<file path="src/design/pmmu_pkg.sv">
`timescale 1ns / 1ps
package pmmu_pkg;

    // Default number of descriptors in each half of the table
    localparam int SET_ENTRIES_DEF = 2048;

    // Table offset bits 23..2 select a descriptor
    localparam int DIV_W  = 22;
    localparam int ADDR_W = 24;

    localparam logic [ADDR_W-1:0] SYS_LIMIT = 24'h800000;

    // Commands
    localparam logic [1:0] CMD_READ      = 2'd0;
    localparam logic [1:0] CMD_WRITE     = 2'd1;
    localparam logic [1:0] CMD_CHECK     = 2'd2;
    localparam logic [1:0] CMD_TRANSLATE = 2'd3;

    // Check verdicts
    localparam logic [1:0] VERDICT_OK     = 2'd0;
    localparam logic [1:0] VERDICT_ACCESS = 2'd1;
    localparam logic [1:0] VERDICT_OWNER  = 2'd2;

    typedef enum logic [2:0] {
        ST_CLEAR,
        ST_IDLE,
        ST_INDEX,
        ST_READ,
        ST_DONE
    } t_state;

    // Request to the index reduction unit
    typedef struct packed {
        logic start;
        logic sel_table;
    } t_mod_req;

endpackage

</file>
<file path="src/design/pmmu_idx_mod.sv">
`timescale 1ns / 1ps
module pmmu_idx_mod #(
    parameter int SET_ENTRIES = pmmu_pkg::SET_ENTRIES_DEF
) (
    input  logic                                 i_clk,
    input  logic                                 i_rst_n,
    input  pmmu_pkg::t_mod_req                   i_req,
    input  logic [pmmu_pkg::DIV_W-1:0]           i_dividend,
    output logic                                 o_done,
    output logic [$clog2(2*SET_ENTRIES)-1:0]     o_rem
);
    import pmmu_pkg::*;

    localparam int D_PAGE  = SET_ENTRIES;
    localparam int D_TABLE = 2 * SET_ENTRIES;
    localparam int IW      = $clog2(D_TABLE);
    localparam bit IS_POW2 = (SET_ENTRIES & (SET_ENTRIES - 1)) == 0;

    generate
        if (IS_POW2) begin : g_mask
            // Power-of-two table: remainder is a mask
            logic          r_done;
            logic [IW-1:0] r_rem;

            always_ff @(posedge i_clk) begin
                if (!i_rst_n) begin
                    r_done <= 1'b0;
                end else begin
                    r_done <= i_req.start;
                end
            end

            always_ff @(posedge i_clk) begin
                if (i_req.start) begin
                    r_rem <= i_req.sel_table ? i_dividend[IW-1:0]
                                             : (i_dividend[IW-1:0] & IW'(D_PAGE - 1));
                end
            end

            assign o_done = r_done;
            assign o_rem  = r_rem;
        end else begin : g_recip
            // Reciprocal multiply, three steps: quotient estimate (low by at
            // most one), remainder estimate, one compare and subtract.
            localparam int RW = IW + 1;
            localparam int MW = DIV_W - 3;
            localparam int PW = DIV_W + MW;
            localparam logic [MW-1:0] M_PAGE  = MW'((1 << DIV_W) / D_PAGE);
            localparam logic [MW-1:0] M_TABLE = MW'((1 << DIV_W) / D_TABLE);

            logic             r_v1;
            logic             r_v2;
            logic             r_done;
            logic             r_sel1;
            logic             r_sel2;
            logic [DIV_W-1:0] r_x1;
            logic [MW-1:0]    r_q;
            logic [RW-1:0]    r_est;
            logic [RW-1:0]    r_rem;
            logic [MW-1:0]    mult;
            logic [PW-1:0]    prod;
            logic [RW-1:0]    div_s2;
            logic [RW-1:0]    div_s3;
            logic [MW+RW-1:0] qc;

            always_comb begin
                mult   = i_req.sel_table ? M_TABLE : M_PAGE;
                prod   = {{MW{1'b0}}, i_dividend} * {{DIV_W{1'b0}}, mult};
                div_s2 = r_sel1 ? RW'(D_TABLE) : RW'(D_PAGE);
                div_s3 = r_sel2 ? RW'(D_TABLE) : RW'(D_PAGE);
                qc     = {{RW{1'b0}}, r_q} * {{MW{1'b0}}, div_s2};
            end

            always_ff @(posedge i_clk) begin
                if (!i_rst_n) begin
                    r_v1   <= 1'b0;
                    r_v2   <= 1'b0;
                    r_done <= 1'b0;
                end else begin
                    r_v1   <= i_req.start;
                    r_v2   <= r_v1;
                    r_done <= r_v2;
                end
            end

            always_ff @(posedge i_clk) begin
                if (i_req.start) begin
                    r_q    <= prod[PW-1:DIV_W];
                    r_x1   <= i_dividend;
                    r_sel1 <= i_req.sel_table;
                end
                if (r_v1) begin
                    r_est  <= r_x1[RW-1:0] - qc[RW-1:0];
                    r_sel2 <= r_sel1;
                end
                if (r_v2) begin
                    r_rem <= (r_est >= div_s3) ? (r_est - div_s3) : r_est;
                end
            end

            assign o_done = r_done;
            assign o_rem  = r_rem[IW-1:0];
        end
    endgenerate

endmodule

</file>
<file path="config.mk">
export PLATFORM = sky130hd
export DESIGN_NAME = pmmu_idx_mod
export DESIGN_NICKNAME = d
export VERILOG_FILES = /design/src/design/pmmu_pkg.sv /design/src/design/pmmu_idx_mod.sv
export SDC_FILE = /design/constraint.sdc
export NUM_CORES = 1
export LEC_CHECK = 0
export ABC_AREA = 0
export BUFFER_PORTS_ARGS = -buffer_cell sky130_fd_sc_hd__buf_2
export CAP_MARGIN = 25
export CORE_AREA = 2 2 39 41
export CTS_CLUSTER_SIZE = 12
export DETAILED_ROUTE_END_ITERATION = 12
export DIE_AREA = 0 0 41 43
export PLACE_DENSITY = 0.68
export SYNTH_ARGS = -nofsm -noshare
export SYNTH_HDL_FRONTEND = slang
export SYNTH_SLANG_ARGS = --single-unit
</file>
<file path="constraint.sdc">
create_clock -name i_clk -period 0.8 [get_ports i_clk]
set_input_delay 0.04 -clock i_clk [delete_from_list [all_inputs] [get_ports i_clk]]
set_output_delay 0.04 -clock i_clk [all_outputs]
set_load 0.05 [all_outputs]
</file>
==> qor.txt, run 1 <==
Status: finished with violations
Failing checks: negative setup slack
# DRC: 0
Syn Area/Cell: 26.2 um2
Unrepaired setup endpoints after global routing: true
First-pass GRT wire length: 1220 um
GR Overflow Total: 0
Warnings from Yosys: 0
Post-synthesis sequential area ratio: 0.968
Starting Density: 0.284
Max Cap Viol: 0
Clk root buf: clkbuf_4
Largest net degree at the start of global routing: 14
Placed cells: 59
Crit path max-delay family: flip-flops
CP Data Required Time: 760 ps
Cell with the most instances after synthesis: edfxtp_1
Ant. Diodes: 0
Routed Antenna Nets: 0
CP bufs+invs: 1
Post-synth ARST share: 0
IO buf count: 28
Num Clock Sinks: 13
Fillers: 106
Endpoints failing hold: 0
Layout cells sized above 1: 0.542
Crit-path cells: buf_6
Placed inst area: 553 um2
Clk slew on worst S/H paths: 70 ps
Cell count after synthesis: 15
CP endpoint kind: primary output
Mapped Nets: 41
Gpl congestion: 0.558
Die area: 1760 um2
Fin. max-slew vios: 0
I/O Pins: 39
FMAX: 1.13 GHz
Final worst slack: -82.6 ps
Final WL: 866 um
Relative slew slack: 0.820
Vias in the first global route: 321
Maximum VDD drop: 0.000931 V
PD cells: 2010 nW/um2
Row Count: 14
Setup violators final: 12
Pre-Repair DR Iteration Count: 1
Via-to-Cell Ratio: 4.11
Synth top area share: 0.917
Synth area leader: edfxtp_1
Startpoint types: flip-flop
Post-Place Setup Slack: 161 ps
Final Non-Filler Cells: 75
Static Leak: 0.335 nW
CTS tree: yes
Worst-path maximum fanout: 1
Slowest-stage cell, CP: edfxtp_1
Post-synth top cells: 12 x edfxtp_1, 2 x and2_1, 1 x dfxtp_1
Main flop type after synthesis: edfxtp_1
Detailed-route via count: 308
Avg WL per Cell: 11.5 um
GRT Total Usage: 0.109
Final Cell Area: 786 um2
CP Class: reg -> out
Final Cycle Share: 1.10
Setup Buffers After CTS: 0
Die Wd: 41 um
Final nets: 86
Worst Hold Class: in -> reg
Clock Tree Buf Depth: 2
Worst path max stage delay: 410 ps
Max H-tree Level: 1
Placeable Area: 1380 um2
Min Clock Period, post-route: 883 ps
Final Power: 1.58 mW
Synth area leaders: edfxtp_1 92%, dfxtp_1 5.1%, and2_1 3.2%
Synth-to-Final Area Change: 100%
Initial antenna violation count: 0
Library cells used by synthesis: 3
Synthesized flop and latch total: 13
Initial DRC count: 0
Num CTS Buffers: 3
WP data arrival: 840 ps
Synthesized cell area: 393 um2
EDFF count, synth: 12
Worst-margin pin slew: 270 ps
Die height: 43 um
[worst paths after layout]
check / start / to / depth (start not counted)
min: i_dividend[11] / o_rem[11] / 2
max: o_rem[7] / o_rem[7] / 1
[registers in the layout, summed over array words and instances, names as in the netlist]
| register | flops |
|---|---|
| o_rem | 12 |
| o_done | 1 |
[per-layer routing]
metal | part of all wire | wire, um | vias up | global-route usage
met4 | 0 | 0 | 0 | 0.0400
met1 | 0.35 | 304 | 137 | 0.115
li1 | - | - | 148 | -
met5 | 0 | 0 | - | 0
met3 | 0.12 | 100 | 0 | 0.0366
met2 | 0.53 | 461 | 23 | 0.188
[layout make-up]
type / count / area, um2 / share of cell area
Clock buffer: 4 / 26.3 / 0.0334
Timing Repair Buffer: 40 / 345 / 0.439
Sequential cell: 13 / 382 / 0.486
Tap cell: 16 / 20.0 / 0.0255
Multi-Input combinational cell: 2 / 12.5 / 0.0159
[layout by cell type, fill, tap and decap left out, drive strengths merged]
| cell | instances |
|---|---|
| buf | 28 |
| dlygate4sd3 | 12 |
| edfxtp | 12 |
| clkbuf | 4 |
| and2 | 2 |
| dfxtp | 1 |
[where the power goes]
group / switching (mW) / internal (mW)
Sequential: 0.0229 / 0.801
Clock: 0.179 / 0.192
Combinational: 0.226 / 0.161
Total: 0.428 / 1.15
[stage by stage]
stage / hold WS [ps] / utilization / TNS [ps]
3_5_place_dp: 218 / 0.400 / 0
6_report: 55.1 / 0.568 / -572
3_3_place_gp: 217 / 0.400 / 0
4_1_cts: 44.0 / 0.565 / -779
2_1_floorplan: 139 / - / 0
5_1_grt: 45.9 / 0.568 / -964
[kinds of logic (layout without fill, tap and decap cells)]
| logic type | after synthesis | in the layout | share of synthesized area |
|---|---|---|---|
| DFF | 13 | 13 | 0.968 |
| buffers and inverters | 0 | 44 | 0 |
| and+or+nand+nor | 2 | 2 | 0.0318 |
[what timing repair did]
item	CTS	global route
resized for setup	27	1
endpoints found under the hold margin	12	0
hold buffers	12	0
setup endpoints to repair	13	13
Power figures use the tool's default switching activity.
==> run 2, diff against run 1 <==
- GPL_ROUTABILITY_DRIVEN: default -> 0
- clock period: 0.8 -> 1.1 ns (I/O delays scaled with it)
==> run 2 against run 1 <==
Compared with the run above:
- the flow now finishes without violations
- non-clock buffer count unchanged
- critical path depth is the same
- sequential power fell by 29%
- sequential share of layout area grew 5.8 points
- global-route usage increased by 0.10 points
- setup slack improved by 250 ps
- critical path type unchanged
==> qor.txt, run 2 (same netlist as run 1, synthesis figures left out) <==
First-pass GRT wire length: 1230 um (+0.57%)
Relative slew slack: 0.818 (-0.00187)
Maximum VDD drop: 0.000675 V (-28%)
I/O Pins: 39 (unchanged)
Detailed-route via count: 315 (+2.3%)
Crit path from: o_rem[7]
CP Data Required Time: 1040 ps (+280 ps)
CTS tree: yes
Die Wd: 41 um (unchanged)
Synth-to-Final Area Change: 78.0%
Worst-path maximum fanout: 1 (unchanged)
Row Count: 14 (unchanged)
Routed Antenna Nets: 0 (unchanged)
Endpoints failing hold: 0 (unchanged)
Starting Density: 0.284 (unchanged)
Final Cell Area: 699 um2 (-11%)
Post-Place Setup Slack: 446 ps (+285 ps)
Crit-path cells: buf_2
# DRC: 0 (unchanged)
Sw frac: 0.278 (+0.00797)
Net Switching: 306 uW (-29%)
Static Leak: 0.307 nW (-8.4%)
Max Cap Viol: 0 (unchanged)
Placed inst area: 553 um2 (unchanged)
Avg WL per Cell: 11.8 um (+1.8%)
PD cells: 1570 nW/um2 (-22%)
Total negative slack: 0 ps (+572 ps)
Final worst slack: 167 ps (+249 ps)
Largest net degree at the start of global routing: 14 (unchanged)
Part of the power in the clock network: 0.248 (+0.013)
Via-to-Cell Ratio: 4.20 (+2.3%)
Most frequent cells in the layout: 28 x buf_2, 12 x dlygate4sd3_1, 12 x edfxtp_1, 3 x clkbuf_4, 2 x and2_1
Die area: 1760 um2 (unchanged)
Max H-tree Level: 1 (unchanged)
CP Class: reg -> out
Worst-margin pin slew: 273 ps (+2.80 ps)
IO buf count: 28 (unchanged)
Clk root buf: clkbuf_4
WHS: 67.9 ps (+12.9 ps)
Comb power frac: 0.216 (-0.029)
Pre-Repair DR Iteration Count: 4 (+3)
Min Clock Period, post-route: 933 ps
Final Non-Filler Cells: 75 (unchanged)
Layout cells sized above 1: 0.525 (-0.0169)
Int Power: 793 uW (-31%)
Vias in the first global route: 326 (+1.6%)
Startpoint types: flip-flop
Slowest-stage cell, CP: edfxtp_1
Num CTS Buffers: 3 (unchanged)
Crit path max-delay family: flip-flops
Final WL: 882 um (+1.8%)
Worst path max stage delay: 390 ps (-20 ps)
WP data arrival: 880 ps (+40 ps)
Placed cells: 59 (unchanged)
GR Overflow Total: 0 (unchanged)
GRT Total Usage: 0.110 (+0.00103)
Setup violators final: 0 (-12)
Die height: 43 um (unchanged)
Final Cycle Share: 0.849
Fin. max-slew vios: 0 (unchanged)
Initial DRC count: 4 (+4)
Num Clock Sinks: 13 (unchanged)
Final nets: 86 (unchanged)
FMAX: 1.07 GHz
Clk slew on worst S/H paths: 70 ps (about the same)
Final Util: 0.505 (-0.0624)
CP endpoint kind: primary output
Hold path start: i_dividend[11]
Worst Hold Class: in -> reg
Clock Tree Buf Depth: 2 (unchanged)
Unrepaired setup endpoints after global routing: false
Placeable Area: 1380 um2 (unchanged)
Max reg flops: 12 (unchanged)
Ant. Diodes: 0 (unchanged)
Status: finished clean
Initial antenna violation count: 0 (unchanged)
CTS resizes: 0 (-100%)
Commonest non-fill, non-tap cell in the layout: buf_2
CP bufs+invs: 1 (unchanged)
Flop pwr share: 0.536 (+0.015)
Final Power: 1.10 mW (-31%)
==> run 2: cell count changes in the layout (fill, tap and decap cells not counted) <==
cell / change
buf_8: -1
dfxtp_2: -1
buf_2: +13
buf_6: -12
dfxtp_1: +1
==> run 2: timing repair <==
action	4_1_cts	5_1_grt
hold buffers	12	0
endpoints found under the hold margin	12	0
setup buffers	0	0
==> run 2: final cells by class <==
cell class / count / area, um2
Fill cell: 121 / 684
Sequential cell: 13 / 380
Clock buffer: 4 / 26.3
Multi-Input combinational cell: 2 / 12.5
Tap cell: 16 / 20.0
Timing Repair Buffer: 40 / 260
==> run 2: per-layer routing <==
layer | global-route usage | vias to the layer above | wire length, um
met5 | 0 | - | 0
met4 | 0.0400 | 0 | 0
met3 | 0.0366 | 0 | 101
met2 | 0.191 | 25 | 468
met1 | 0.115 | 142 | 312
li1 | - | 148 | -
==> run 2: worst paths after layout <==
| check | to | cells after the start |
|---|---|---|
| hold / removal | o_rem[11] | 2 |
| setup / recovery | o_rem[7] | 1 |
==> run 2: power groups by stage <==
stage	registers (mW)	clock network, mW	logic (mW)
after floorplan	0.737	0	0.00237
after global placement	0.598	0	0.203
final	0.589	0.273	0.237
after global routing	0.593	0.300	0.250
after CTS	0.589	0.289	0.237
after detailed placement	0.601	0	0.204
==> run 3, diff against run 2 <==
- clock period: 1.1 -> 0.9 ns (I/O delays scaled with it)
==> run 3 against run 2 <==
Compared with the run above:
- non-clock buffer count unchanged
- cell count stayed put
- clock-buffer cell count did not move
- global-route usage shrank 0.51 points
- critical path depth unchanged
- highest routed layer unchanged
==> qor.txt, run 3 (same netlist as run 1, synthesis figures left out) <==
# DRC: 0 (unchanged)
Placed cells: 59 (unchanged)
Num Clock Sinks: 13 (unchanged)
Worst Hold Class: in -> reg
Pre-Repair DR Iteration Count: 1 (-3)
CP bufs+invs: 1 (unchanged)
Crit-path cells: buf_6
Max H-tree Level: 1 (unchanged)
Final worst slack: 13.0 ps (-154 ps)
WHS: 60.2 ps (-7.79 ps)
PD cells: 1840 nW/um2 (+17%)
Max Cap Viol: 0 (unchanged)
CP endpoint kind: primary output
Final Power: 1.38 mW (+26%)
Clk root buf: clkbuf_4
GR Overflow Total: 0 (unchanged)
Clk slew on worst S/H paths: 70 ps (about the same)
Final Cycle Share: 0.986
Setup Buffers After CTS: 0 (unchanged)
Relative slew slack: 0.820 (+0.00134)
Starting Density: 0.284 (unchanged)
FMAX: 1.13 GHz
Initial DRC count: 0 (-4)
Avg WL per Cell: 11.5 um (-2.6%)
Synth-to-Final Area Change: 90.4%
Largest net degree at the start of global routing: 14 (unchanged)
Ant. Diodes: 0 (unchanged)
CP Data Required Time: 850 ps (-190 ps)
Layout cells sized above 1: 0.525 (unchanged)
Row Count: 14 (unchanged)
Routed Antenna Nets: 0 (unchanged)
Worst path max stage delay: 410 ps (+20 ps)
Fin. max-slew vios: 0 (unchanged)
CTS tree: yes
Via-to-Cell Ratio: 4.15 (-1.3%)
Initial antenna violation count: 0 (unchanged)
Placeable Area: 1380 um2 (unchanged)
Slowest-stage cell, CP: edfxtp_1
Commonest non-fill, non-tap cell in the layout: buf_2
I/O Pins: 39 (unchanged)
Unrepaired setup endpoints after global routing: true
Status: finished clean
Worst-path maximum fanout: 1 (unchanged)
Max reg flops: 12 (unchanged)
GRT Total Usage: 0.105 (-0.00514)
WP data arrival: 840 ps (-40 ps)
Final nets: 86 (unchanged)
Num CTS Buffers: 3 (unchanged)
Maximum VDD drop: 0.000840 V (+25%)
Total negative slack: 0 ps (unchanged)
First-pass GRT wire length: 1170 um (-4.5%)
CP Class: reg -> out
Die area: 1760 um2 (unchanged)
Fillers: 113 (-6.6%)
Vias in the first global route: 304 (-6.7%)
Startpoint types: flip-flop
Final Cell Area: 748 um2 (+7.0%)
Endpoints failing hold: 0 (unchanged)
Worst-margin pin slew: 271 ps (-2.02 ps)
Static Leak: 0.323 nW (+5.1%)
Setup violators final: 0 (unchanged)
Detailed-route via count: 311 (-1.3%)
Die Wd: 41 um (unchanged)
Crit path max-delay family: flip-flops
Final WL: 859 um (-2.6%)
Die height: 43 um (unchanged)
Final Util: 0.541 (+0.0353)
Clock Tree Buf Depth: 2 (unchanged)
Post-Place Setup Slack: 256 ps (-190 ps)
Most frequent cells in the layout: 16 x buf_2, 12 x dlygate4sd3_1, 12 x edfxtp_1, 6 x buf_4, 5 x buf_6
Min Clock Period, post-route: 887 ps
Final Non-Filler Cells: 75 (unchanged)
IO buf count: 28 (unchanged)
Placed inst area: 553 um2 (unchanged)
run 3: changes by cell type in the layout (fill, tap and decap cells not counted), sizes merged:
cell    delta
buf        -1
clkbuf     +1
run 3: repair_timing:
action | CTS | global route
hold buffers | 12 | 0
endpoints found under the hold margin | 12 | 0
gates resized for setup | 3 | 23
setup endpoints to repair | 2 | 12
run 3: final timing paths:
kind / slack [ps] / cells after the start / startpoint / endpoint
worst max-delay path: 10 / 1 / o_rem[7] / o_rem[7]
worst min-delay path: 60 / 2 / i_dividend[11] / o_rem[11]
run 3: power by group:
| part | leakage (nW) | total, mW | internal, mW | switching [mW] |
|---|---|---|---|---|
| sequential | 0.126 | 0.725 | 0.711 | 0.0148 |
| clock | 0.0150 | 0.332 | 0.171 | 0.161 |
| combinational | 0.182 | 0.323 | 0.122 | 0.201 |
| total | 0.323 | 1.38 | 1.00 | 0.376 |
run 3: layout make-up:
type | count | area, um2 | share of cell area
repair buffers | 40 | 309 | 0.413
clock buffers | 4 | 26.3 | 0.0351
well taps | 16 | 20.0 | 0.0268
multi-input cells | 2 | 12.5 | 0.0167
flip-flops and latches | 13 | 380 | 0.508
run 3: per-layer routing:
layer	up-vias	track usage	share of wire
met5	-	0	0
met4	0	0.0400	0
met3	0	0.0366	0.12
met2	23	0.178	0.53
met1	139	0.111	0.35
li1	149	-	-
